File: config.mk
export PLATFORM = sky130hd
export DESIGN_NAME = vision_result_frame_parser
export DESIGN_NICKNAME = d
export VERILOG_FILES = /design/src/design/vrfp_pkg.sv /design/src/design/vrfp_parser.sv /design/src/design/vrfp_out_reg.sv /design/src/design/vision_result_frame_parser.sv
export SDC_FILE = /design/constraint.sdc
export NUM_CORES = 1
export LEC_CHECK = 0
export BUFFER_PORTS_ARGS = -buffer_cell sky130_fd_sc_hd__buf_2
export CORE_MARGIN = 4
export CORE_UTILIZATION = 30
export CTS_CLUSTER_DIAMETER = 80
export DETAILED_ROUTE_END_ITERATION = 10
export PLACE_DENSITY = 0.6
export SYNTH_ARGS = -nofsm -noshare
export SYNTH_HDL_FRONTEND = slang
export SYNTH_SLANG_ARGS = --single-unit
File: constraint.sdc
create_clock -name i_clk -period 2.9 [get_ports i_clk]
set_input_delay 0.29 -clock i_clk [delete_from_list [all_inputs] [get_ports i_clk]]
set_output_delay 0.29 -clock i_clk [all_outputs]
set_load 0.02 [all_outputs]
File: src/design/vrfp_pkg.sv
// Shared types and constants for the vision result frame parser.
// No dependencies.
package vrfp_pkg;

    localparam logic [7:0] HEADER_RESET = 8'hBB;
    localparam logic [7:0] TAIL_RESET   = 8'h55;

    localparam int         DATA_LEN     = 6;
    localparam logic [2:0] LAST_DATA    = 3'd5;    // checksum position
    localparam logic [2:0] SUM_LEN      = 3'd5;

    localparam logic       CFG_HEADER   = 1'b0;
    localparam logic       CFG_TAIL     = 1'b1;

    typedef struct packed {
        logic        frame_accepted;
        logic [7:0]  target_id;
        logic [15:0] pos_x;
        logic [15:0] pos_y;
        logic        result_valid;
    } t_result;

endpackage

File: src/design/vrfp_parser.sv
// Frame parsing state: phase, data store, running sum, held result, config registers.
// Depends on vrfp_pkg.
module vrfp_parser import vrfp_pkg::*; (
    input  logic          i_clk,
    input  logic          i_rst_n,
    input  logic          i_cfg_we,
    input  logic          i_cfg_index,
    input  logic [7:0]    i_cfg_data,
    input  logic          i_accept,
    input  logic [7:0]    i_rx_byte,
    output t_result       o_result
);

    localparam logic [1:0] PH_WAIT    = 2'd0;
    localparam logic [1:0] PH_COLLECT = 2'd1;
    localparam logic [1:0] PH_TAIL    = 2'd2;

    logic [7:0]  r_header, r_tail;
    logic [1:0]  r_phase, n_phase;
    logic [2:0]  r_count, n_count;
    logic [7:0]  r_sum, n_sum;
    logic [7:0]  r_data [DATA_LEN];
    logic [7:0]  r_id, n_id;
    logic [15:0] r_x, n_x;
    logic [15:0] r_y, n_y;
    logic        r_have_result, n_have_result;
    logic        frame_ok;

    always_ff @(posedge i_clk) begin
        if (!i_rst_n) begin
            r_header <= HEADER_RESET;
            r_tail   <= TAIL_RESET;
        end else if (i_cfg_we) begin
            if (i_cfg_index == CFG_HEADER) begin
                r_header <= i_cfg_data;
            end else begin
                r_tail <= i_cfg_data;
            end
        end
    end

    always_comb begin
        n_phase       = r_phase;
        n_count       = r_count;
        n_sum         = r_sum;
        n_id          = r_id;
        n_x           = r_x;
        n_y           = r_y;
        n_have_result = r_have_result;
        frame_ok      = 1'b0;
        case (r_phase)
            PH_WAIT: begin
                if (i_rx_byte == r_header) begin
                    n_phase = PH_COLLECT;
                    n_count = 3'd0;
                    n_sum   = 8'd0;
                end
            end
            PH_COLLECT: begin
                if (r_count < SUM_LEN) begin
                    n_sum = r_sum + i_rx_byte;
                end
                n_count = r_count + 3'd1;
                if (r_count == LAST_DATA) begin
                    n_phase = PH_TAIL;
                end
            end
            PH_TAIL: begin
                frame_ok = (i_rx_byte == r_tail) && (r_sum == r_data[5]);
                if (frame_ok) begin
                    n_id          = r_data[0];
                    n_x           = {r_data[1], r_data[2]};
                    n_y           = {r_data[3], r_data[4]};
                    n_have_result = 1'b1;
                end
                n_phase = PH_WAIT;
                n_count = 3'd0;
            end
            default: begin
                n_phase = PH_WAIT;
                n_count = 3'd0;
            end
        endcase
    end

    always_ff @(posedge i_clk) begin
        if (!i_rst_n) begin
            r_phase       <= PH_WAIT;
            r_count       <= 3'd0;
            r_sum         <= 8'd0;
            r_id          <= 8'd0;
            r_x           <= 16'd0;
            r_y           <= 16'd0;
            r_have_result <= 1'b0;
        end else if (i_accept) begin
            r_phase       <= n_phase;
            r_count       <= n_count;
            r_sum         <= n_sum;
            r_id          <= n_id;
            r_x           <= n_x;
            r_y           <= n_y;
            r_have_result <= n_have_result;
        end
    end

    // data store: no reset, only read after all six entries are written
    always_ff @(posedge i_clk) begin
        if (i_accept && r_phase == PH_COLLECT && r_count <= LAST_DATA) begin
            r_data[r_count] <= i_rx_byte;
        end
    end

    always_comb begin
        o_result.frame_accepted = frame_ok;
        o_result.target_id      = n_id;
        o_result.pos_x          = n_x;
        o_result.pos_y          = n_y;
        o_result.result_valid   = n_have_result;
    end

`ifndef NO_ASSERTIONS
    a_accept_sets_valid: assert property (@(posedge i_clk) disable iff (!i_rst_n)
        (i_accept && frame_ok) |=> r_have_result)
        else $error("accepted frame did not set result valid");
    a_valid_sticky: assert property (@(posedge i_clk) disable iff (!i_rst_n)
        r_have_result |=> r_have_result)
        else $error("result valid flag dropped");
    a_count_bound: assert property (@(posedge i_clk) disable iff (!i_rst_n)
        (r_phase == PH_COLLECT) |-> (r_count <= LAST_DATA))
        else $error("data count beyond frame length while collecting");
    a_tail_returns: assert property (@(posedge i_clk) disable iff (!i_rst_n)
        (i_accept && r_phase == PH_TAIL) |=> (r_phase == PH_WAIT))
        else $error("parser did not return to wait after tail");
`endif

endmodule

File: src/design/vrfp_out_reg.sv
// Result register between the parser and the output channel.
// Depends on vrfp_pkg.
module vrfp_out_reg import vrfp_pkg::*; (
    input  logic    i_clk,
    input  logic    i_rst_n,
    input  logic    i_load,
    input  t_result i_result,
    input  logic    i_stall,
    output logic    o_valid,
    output t_result o_result,
    output logic    o_full
);

    logic    r_valid;
    t_result r_result;

    always_ff @(posedge i_clk) begin
        if (!i_rst_n) begin
            r_valid <= 1'b0;
        end else if (i_load) begin
            r_valid <= 1'b1;
        end else if (!i_stall) begin
            r_valid <= 1'b0;
        end
    end

    always_ff @(posedge i_clk) begin
        if (i_load) begin
            r_result <= i_result;
        end
    end

    // full only when the held request cannot leave this cycle
    assign o_full   = r_valid && i_stall;
    assign o_valid  = r_valid;
    assign o_result = r_result;

endmodule

File: src/design/vision_result_frame_parser.sv
// Vision result frame parser: serial byte in, one result request per byte out.
// Depends on vrfp_pkg, vrfp_parser and vrfp_out_reg.
//
// Input channel: i_in_valid / o_in_stall with i_rx_byte, one received serial
// byte per request. Frames are header, id, X high, X low, Y high, Y low,
// checksum, tail. A frame passes when the tail matches and the 8-bit sum of
// the five data bytes equals the checksum.
// Output channel: o_out_valid / i_out_stall; every input byte yields exactly
// one result request carrying the held id, X, Y, the sticky valid flag and a
// pulse flag for a frame completed by this byte.
// Output valid is set in the cycle after input accept. Throughput is one
// byte per cycle while the receiver does not stall: the per-byte state
// update is short combinational logic in front of the result register.
// Configuration: i_cfg_we writes header (index 0) or tail (index 1) byte.
// Reset (synchronous, active low) restores header 0xBB, tail 0x55, clears
// the parser and the held result and empties the result register.
// When the receiver stalls, the result register holds its request and
// o_in_stall is raised until it is taken.
module vision_result_frame_parser import vrfp_pkg::*; (
    input  logic        i_clk,
    input  logic        i_rst_n,
    input  logic        i_cfg_we,
    input  logic        i_cfg_index,
    input  logic [7:0]  i_cfg_data,
    input  logic        i_in_valid,
    output logic        o_in_stall,
    input  logic [7:0]  i_rx_byte,
    output logic        o_out_valid,
    input  logic        i_out_stall,
    output logic        o_frame_accepted,
    output logic [7:0]  o_target_id,
    output logic [15:0] o_pos_x,
    output logic [15:0] o_pos_y,
    output logic        o_result_valid
);

    t_result parsed;
    t_result held;
    logic    out_full;
    logic    in_accept;

    assign o_in_stall = out_full;
    assign in_accept  = i_in_valid && !out_full;

    vrfp_parser u_parser (
        .i_clk       (i_clk),
        .i_rst_n     (i_rst_n),
        .i_cfg_we    (i_cfg_we),
        .i_cfg_index (i_cfg_index),
        .i_cfg_data  (i_cfg_data),
        .i_accept    (in_accept),
        .i_rx_byte   (i_rx_byte),
        .o_result    (parsed)
    );

    vrfp_out_reg u_out_reg (
        .i_clk    (i_clk),
        .i_rst_n  (i_rst_n),
        .i_load   (in_accept),
        .i_result (parsed),
        .i_stall  (i_out_stall),
        .o_valid  (o_out_valid),
        .o_result (held),
        .o_full   (out_full)
    );

    assign o_frame_accepted = held.frame_accepted;
    assign o_target_id      = held.target_id;
    assign o_pos_x          = held.pos_x;
    assign o_pos_y          = held.pos_y;
    assign o_result_valid   = held.result_valid;

endmodule
After elaboration in Yosys (flattened, before gate mapping)
Memories as Yosys holds them, arrays and structs flattened.
Cells that the tools add are included.
- register bits after elaboration: 113
- memory bits (writable): 48
- input port bits: 22
- output and inout bits: 44
- word-level logic and storage cells: 64
- memories: 1
- memories (name ; depth ; width ; rd ports ; clocked after memory_dff ; wr ports ; RTL line ; text):
    u_parser.r_data ; 6 ; 8 ; 6 ; 0 ; 1 ; vrfp_parser.sv:22 ; logic [7:0] r_data [DATA_LEN];
- add/subtract/negate cells: 2
- magnitude comparators: 2
- equal/unequal tests: 10
- multiplexer cells: 20
- bitwise operators: 1
- reductions and logical operators: 13
- operator list (cell ; count):
    two-way mux 16 bit ; 4
    two-way mux 8 bit ; 4
    equality test 8 bit ; 3
    case mux 8 bit (2 select lines) ; 1
    adder 8 bit ; 1
    inequality test 2 x 1 -> 1 bit (second input constant) ; 4
    two-way mux 1 bit ; 6
    case mux 3 bit (2 select lines) ; 1
    AND reduction 2 bit ; 3
    logical AND 1 bit ; 5
    two-way mux 2 bit ; 2
    case mux 2 bit (2 select lines) ; 1
    AND reduction 4 bit ; 1
    adder 3 x 1 -> 3 bit (second input constant) ; 1
    equality test 3 bit (second input constant) ; 1
    <= comparator 3 bit (second input constant) ; 1
    less-than comparator 3 bit (second input constant) ; 1
    two-way mux 3 bit ; 1
    AND reduction 3 bit ; 1
    equality test 2 x 1 -> 1 bit (second input constant) ; 1
    equality test 2 bit (second input constant) ; 1
    logical NOT 2 bit ; 1
    nonzero test 2 bit ; 1
    logical NOT 1 bit ; 1
    NOT 1 bit ; 1

Depth between registers and ports, before layout
- depth in word-level cells: 7
- mapped depth: 8
- mapped depth without buffers: 8

By module
Synthesis repeated with hierarchy kept, for this count alone.
- cell total of the unflattened synthesis: 496
- area total of the unflattened synthesis: 6476.2 µm²
- by module, submodules not included (module ; instances ; cells each ; area each (µm²) ; sequential area each (µm²)):
    vrfp_parser ; 1 ; 450 ; 5165.0 ; 2842.7
    vrfp_out_reg ; 1 ; 45 ; 1297.5 ; 1281.2
    vision_result_frame_parser ; 1 ; 1 ; 13.8 ; 0.0

Worst setup path before layout
OpenSTA, ideal clock, no wires.
- path kind: register to register
- start: register u_out_reg.r_valid, in the netlist u_out_reg.o_valid
- end: memory u_parser.r_data[4][0], enable pin
- setup time: 398 ps
- data arrival time: 2735 ps
- data required time: 2502 ps
- path slack: -233 ps
- stages on the path, launching flop included: 6
- buffers on the path: 0
- period minus slack after synthesis: 3133 ps
- cell sequence: dfxtp_1 > and2_1 > nand2b_1 > inv_2 > nand2_1 > nor4b_1
- longest elaborated chain between the ends: 7
- ends and longest elaborated chain (item ; RTL line ; text):
    start, declared ; vrfp_out_reg.sv:14 ; logic r_valid;
    start signal, assigned ; vrfp_out_reg.sv:19 ; r_valid <= 1'b0;
    start signal, assigned ; vrfp_out_reg.sv:21 ; r_valid <= 1'b1;
    start signal, assigned ; vrfp_out_reg.sv:23 ; r_valid <= 1'b0;
    logical AND 1 bit ; vrfp_out_reg.sv:34 ; assign o_full = r_valid && i_stall;
    named net o_in_stall ; vision_result_frame_parser.sv:26 ; output logic o_in_stall,
    logical NOT 1 bit ; vision_result_frame_parser.sv:43 ; assign in_accept = i_in_valid && !out_full;
    logical AND 1 bit ; vision_result_frame_parser.sv:43 ;
    named net in_accept ; vision_result_frame_parser.sv:40 ; logic in_accept;
    logical AND 1 bit (2 in a row) ; vrfp_parser.sv:108 ; if (i_accept && r_phase == PH_COLLECT && r_count <= LAST_DATA) begin
    two-way mux 1 bit ; vrfp_parser.sv:108 ;
    two-way mux 1 bit (implied by the code) ; vrfp_parser.sv:109 ; r_data[r_count] <= i_rx_byte;
    end, declared ; vrfp_parser.sv:22 ;
The timed path passes the listed nets, and every way through them passes these cells.

==> impl_metrics.py <==
metrics = {
    "synthesis": {
        "syn_avg_cell_area_um2": 11.8,
        "synth_warnings": 0,
        "number_of_enable_type_register_cells_in_the_synthesized_netlist": 90,
        "synthXorXnorAreaFrac_pct": 3.70,
        "flops_latches_synth": 161,
        "ys_top_cells_by_area": "sky130_fd_sc_hd__edfxtp_1 42%, sky130_fd_sc_hd__dfxtp_1 22%, sky130_fd_sc_hd__nand2_1 7.6%",
        "simple_gate_share_of_the_synthesized_area_pct": 13.4,
        "synth_flop_cell": "sky130_fd_sc_hd__edfxtp_1",
        "muxShareOfSynthArea_pct": 7.21,
        "netlist_instances": 541,
        "largest_family_of_logic_cells_by_synthesized_area": "simple AND/OR/NAND/NOR gates",
        "synth_seq_area_share_pct": 64.5,
        "synth_area_in_compound_gates_pct": 6.68,
        "mappedNetlistArea_um2": 6390,
        "postSynth.asyncResetShare_pct": 0,
        "synth.net_count": 573,
        "synth_cell_types": 45,
        "largest_area_contributor_in_the_synthesized_netlist": "sky130_fd_sc_hd__edfxtp_1",
        "synth_fa_ha_area_share_pct": 2.08,
        "synth_largest_type_area_fraction_pct": 42.3,
    },
    "drt": {
        "wl_per_cell_um": 15.5,
        "dr.pass1.iters": 4,
        "drc": 0,
        "routed_wl_um": 14000,
        "drt_iter0_drc": 180,
        "ant_nets": 0,
        "total_via_count_in_the_routed_design": 4143,
        "via_per_inst": 4.59,
    },
    "power_and_ir_drop": {
        "peakVddDrop_v": 0.000384,
        "switching_power_as_a_share_of_total_power_pct": 22.4,
        "p_seq_share_pct": 51.6,
        "power.static_leakage_nw": 2.81,
        "post-layout-total-power_mw": 4.77,
        "p_comb_share_pct": 4.4,
        "power_switching_mw": 1.07,
        "clockPowerShare_pct": 44.0,
        "cellPowerDensity_nw_per_um2": 627,
        "internal_power_mw": 3.70,
    },
    "hold_path": {
        "min_delay_worst_endpoint": "u_out_reg.o_valid",
        "holdCritStartpoint": "i_in_valid",
        "whs_path_depth": 2,
        "hp-class": "in -> reg",
    },
    "placed_design": {
        "place.detailed.hpwl_um": 8780,
        "gp_routability_congestion": 0.759,
        "placed_cells": 870,
        "portBuffers": 65,
        "pre_cts_slack_ns": 0.541,
    },
    "final_layout": {
        "drive_gt1_share_pct": 24.1,
        "nets": 646,
        "finalCoreUtilization_pct": 36.3,
        "area_growth_syn_to_layout_pct": 19.0,
        "insertedDiodeCount": 0,
        "fin_cells": 902,
    },
    "floorplan": {
        "core_um2": 21000,
        "num_rows": 53,
        "die_width_um": 154,
        "pin_count": 66,
        "chipHeight_um": 154,
        "die_area_um2": 23700,
        "initial_utilization_pct": 30.5,
    },
    "clock_tree": {
        "number_of_resized_instances_in_the_post_cts_repair_step": 0,
        "cts-htree-levels": 4,
        "post_cts_hold_buffer_count": 0,
        "clk_pin_slew_worst_paths_ns": 0.06,
        "cts_setup_buffers": 0,
        "numClockSinks": 161,
        "clkLatencyLatePin_ns": 0.42,
        "cts_max_path_buffers": 2,
        "root_buffer": "sky130_fd_sc_hd__clkbuf_16",
        "numCtsBuffers": 17,
        "cts_tree": "yes",
    },
    "grt": {
        "grt_overflow": 0,
        "first_global_vias": 4100,
        "initial_antenna_violation_count": 0,
        "grt_max_degree": 59,
        "groute.usage.overall_pct": 11.9,
        "grt_first_pass_wirelength_um": 22100,
    },
    "critical_path": {
        "crit_path_end_kind": "flip-flop",
        "worst-r2r-cell-count": 6,
        "critPathLaunchType": "flip-flop",
        "criticalPathCategory": "reg -> reg",
        "crit-reg2reg-launch": "u_parser.r_data[5][6]",
        "cp_data_required_time_ns": 3.06,
        "critPathArrivalTime_ns": 2.40,
        "ff2ff_setup_slack_ns": 0.67,
        "r2r_end": "u_out_reg.o_result[35]",
        "critical_path.max_fanout": 41,
    },
    "sta": {
        "period_needed_ns": 2.23,
        "timing_hold_violations_final": 0,
        "max_freq_ghz": 0.448,
        "timing.final.setup_violations": 0,
        "postLayoutSetupSlackWorst_ns": 0.666,
        "clock_skew_ns": 0.0120,
        "fin_crit_sh_pct": 77.0,
        "rsz0062_at_grt": "false",
        "timing.final.max_slew_violations": 0,
        "timing_worst_slew_pin_value_ns": 0.696,
        "max_slew_margin_vs_limit_pct": 53.6,
        "setup_tns_ns": 0,
    },
    "run_status": {
        "outcome": "completed",
    },
    "run": {
        "maxCapViolations": 0,
    },
}
[per-layer routing]
layer  track usage, %  wire [um]  up-vias
met5                0          0        -
met2             19.3       6650       89
met3             3.35        713       11
met1             15.7       6480     1994
li1                 -          -     2049
met4             3.07        155        0
[sequential cells by signal, indices dropped and copies added, names as in the netlist]
| signal | cells |
|---|---|
| u_parser.r_count | 3 |
| u_out_reg.o_result | 42 |
| u_parser.r_sum | 8 |
| u_parser.r_phase | 2 |
| u_parser.r_x | 16 |
| u_parser.r_id | 8 |
| u_parser.r_tail | 8 |
| u_parser.r_header | 8 |
| u_parser.r_data | 48 |
| u_parser.r_have_result | 1 |
| u_out_reg.o_valid | 1 |
| u_parser.r_y | 16 |
[through the flow]
step | hold WS (ns) | area [um^2]
6_report | 0.104 | 7600
5_1_grt | 0.101 | 7600
2_1_floorplan | 0.389 | 6400
4_1_cts | 0.0869 | 7600
3_5_place_dp | 0.443 | 7060
3_3_place_gp | 0.437 | 7060
[placed cells by master, fill, tap and decap left out, types with 3 or more instances in the layout]
master	count
sky130_fd_sc_hd__a21oi_1	61
sky130_fd_sc_hd__dfxtp_1	71
sky130_fd_sc_hd__clkbuf_16	17
sky130_fd_sc_hd__mux2_1	3
sky130_fd_sc_hd__o21ai_0	4
sky130_fd_sc_hd__or2_2	4
sky130_fd_sc_hd__nand4_1	6
sky130_fd_sc_hd__nand2b_1	4
sky130_fd_sc_hd__nor2_1	9
sky130_fd_sc_hd__nor4_1	4
sky130_fd_sc_hd__nand3_1	14
sky130_fd_sc_hd__buf_2	65
sky130_fd_sc_hd__nor3_1	6
sky130_fd_sc_hd__mux2_2	37
sky130_fd_sc_hd__clkbuf_1	4
sky130_fd_sc_hd__nand2_1	129
sky130_fd_sc_hd__a21o_1	3
sky130_fd_sc_hd__inv_6	3
sky130_fd_sc_hd__ha_1	9
sky130_fd_sc_hd__xor2_1	5
sky130_fd_sc_hd__edfxtp_1	90
sky130_fd_sc_hd__inv_1	5
sky130_fd_sc_hd__xnor2_1	22
sky130_fd_sc_hd__or3_1	4
sky130_fd_sc_hd__buf_4	14
[worst max-delay path, stage by stage (launching register included)]
cell,delay [ns]
sky130_fd_sc_hd__edfxtp_1,0.38
sky130_fd_sc_hd__xor2_1,0.15
sky130_fd_sc_hd__nor4_1,0.33
sky130_fd_sc_hd__nand4b_1,0.22
sky130_fd_sc_hd__nor3_4,0.24
sky130_fd_sc_hd__buf_12,0.26
sky130_fd_sc_hd__mux2_2,0.37
[synth_stat cells (2+ instances only)]
master,count
sky130_fd_sc_hd__and3_1,2
sky130_fd_sc_hd__o21ai_0,4
sky130_fd_sc_hd__or3_1,4
sky130_fd_sc_hd__xor2_1,5
sky130_fd_sc_hd__and2_1,2
sky130_fd_sc_hd__nand4_1,6
sky130_fd_sc_hd__buf_6,4
sky130_fd_sc_hd__edfxtp_1,90
sky130_fd_sc_hd__mux2_2,37
sky130_fd_sc_hd__inv_1,5
sky130_fd_sc_hd__nand3_1,14
sky130_fd_sc_hd__mux2_1,3
sky130_fd_sc_hd__ha_1,9
sky130_fd_sc_hd__dfxtp_1,71
sky130_fd_sc_hd__xnor2_1,22
sky130_fd_sc_hd__nor2b_1,2
sky130_fd_sc_hd__or2_2,4
sky130_fd_sc_hd__clkbuf_1,16
sky130_fd_sc_hd__o21a_1,2
sky130_fd_sc_hd__nand4b_1,2
sky130_fd_sc_hd__nor3_1,6
sky130_fd_sc_hd__nand2b_1,4
sky130_fd_sc_hd__buf_2,4
sky130_fd_sc_hd__a21oi_1,61
sky130_fd_sc_hd__nor4_1,4
sky130_fd_sc_hd__nand2_1,129
sky130_fd_sc_hd__nor2_1,9
sky130_fd_sc_hd__a21o_1,3
[power by group through the flow]
stage                     registers (mW)  clock network, mW  logic, mW
after detailed placement            2.51                  0      0.215
after CTS                           2.46               2.15      0.215
after floorplan                     2.55                  0     0.0816
after global placement              2.51                  0      0.214
final                               2.46               2.10      0.210
after global routing                2.47               2.25      0.232
[how the worst max path moves through the flow]
stage | depth (start not counted) | end | slack (ns) | start
global route | 6 | u_out_reg.o_result[9] | 0.54 | u_parser.r_data[5][6]
floorplan | 5 | u_parser.r_data[0][0] | -0.09 | u_out_reg.o_valid
global placement | 7 | u_out_reg.o_result[40] | 0.56 | i_rx_byte[0]
finish | 6 | u_out_reg.o_result[35] | 0.67 | u_parser.r_data[5][6]
CTS | 6 | u_out_reg.o_result[35] | 0.66 | u_parser.r_data[5][6]
detailed placement | 7 | u_out_reg.o_result[40] | 0.54 | i_rx_byte[0]
[logic make-up after synthesis]
| group | count (synthesis) |
|---|---|
| AO/OA/AOI/OAI | 78 |
| XOR/XNOR | 27 |
| adder cells (fa/ha/maj) | 10 |
| buffers and inverters | 32 |
| flip-flops | 161 |
| multiplexers | 41 |
| AND/OR/NAND/NOR | 192 |
[cell type report]
class                   count  area [um^2]
clock buffers              21          440
clock inverters            11          105
fillers                  2119        13400
inverters                   6         22.5
multi-input cells         348         2120
flip-flops and latches    161         4120
well taps                 275          344
repair buffers             80          450
Note: power is estimated with default switching activity, not from simulation.
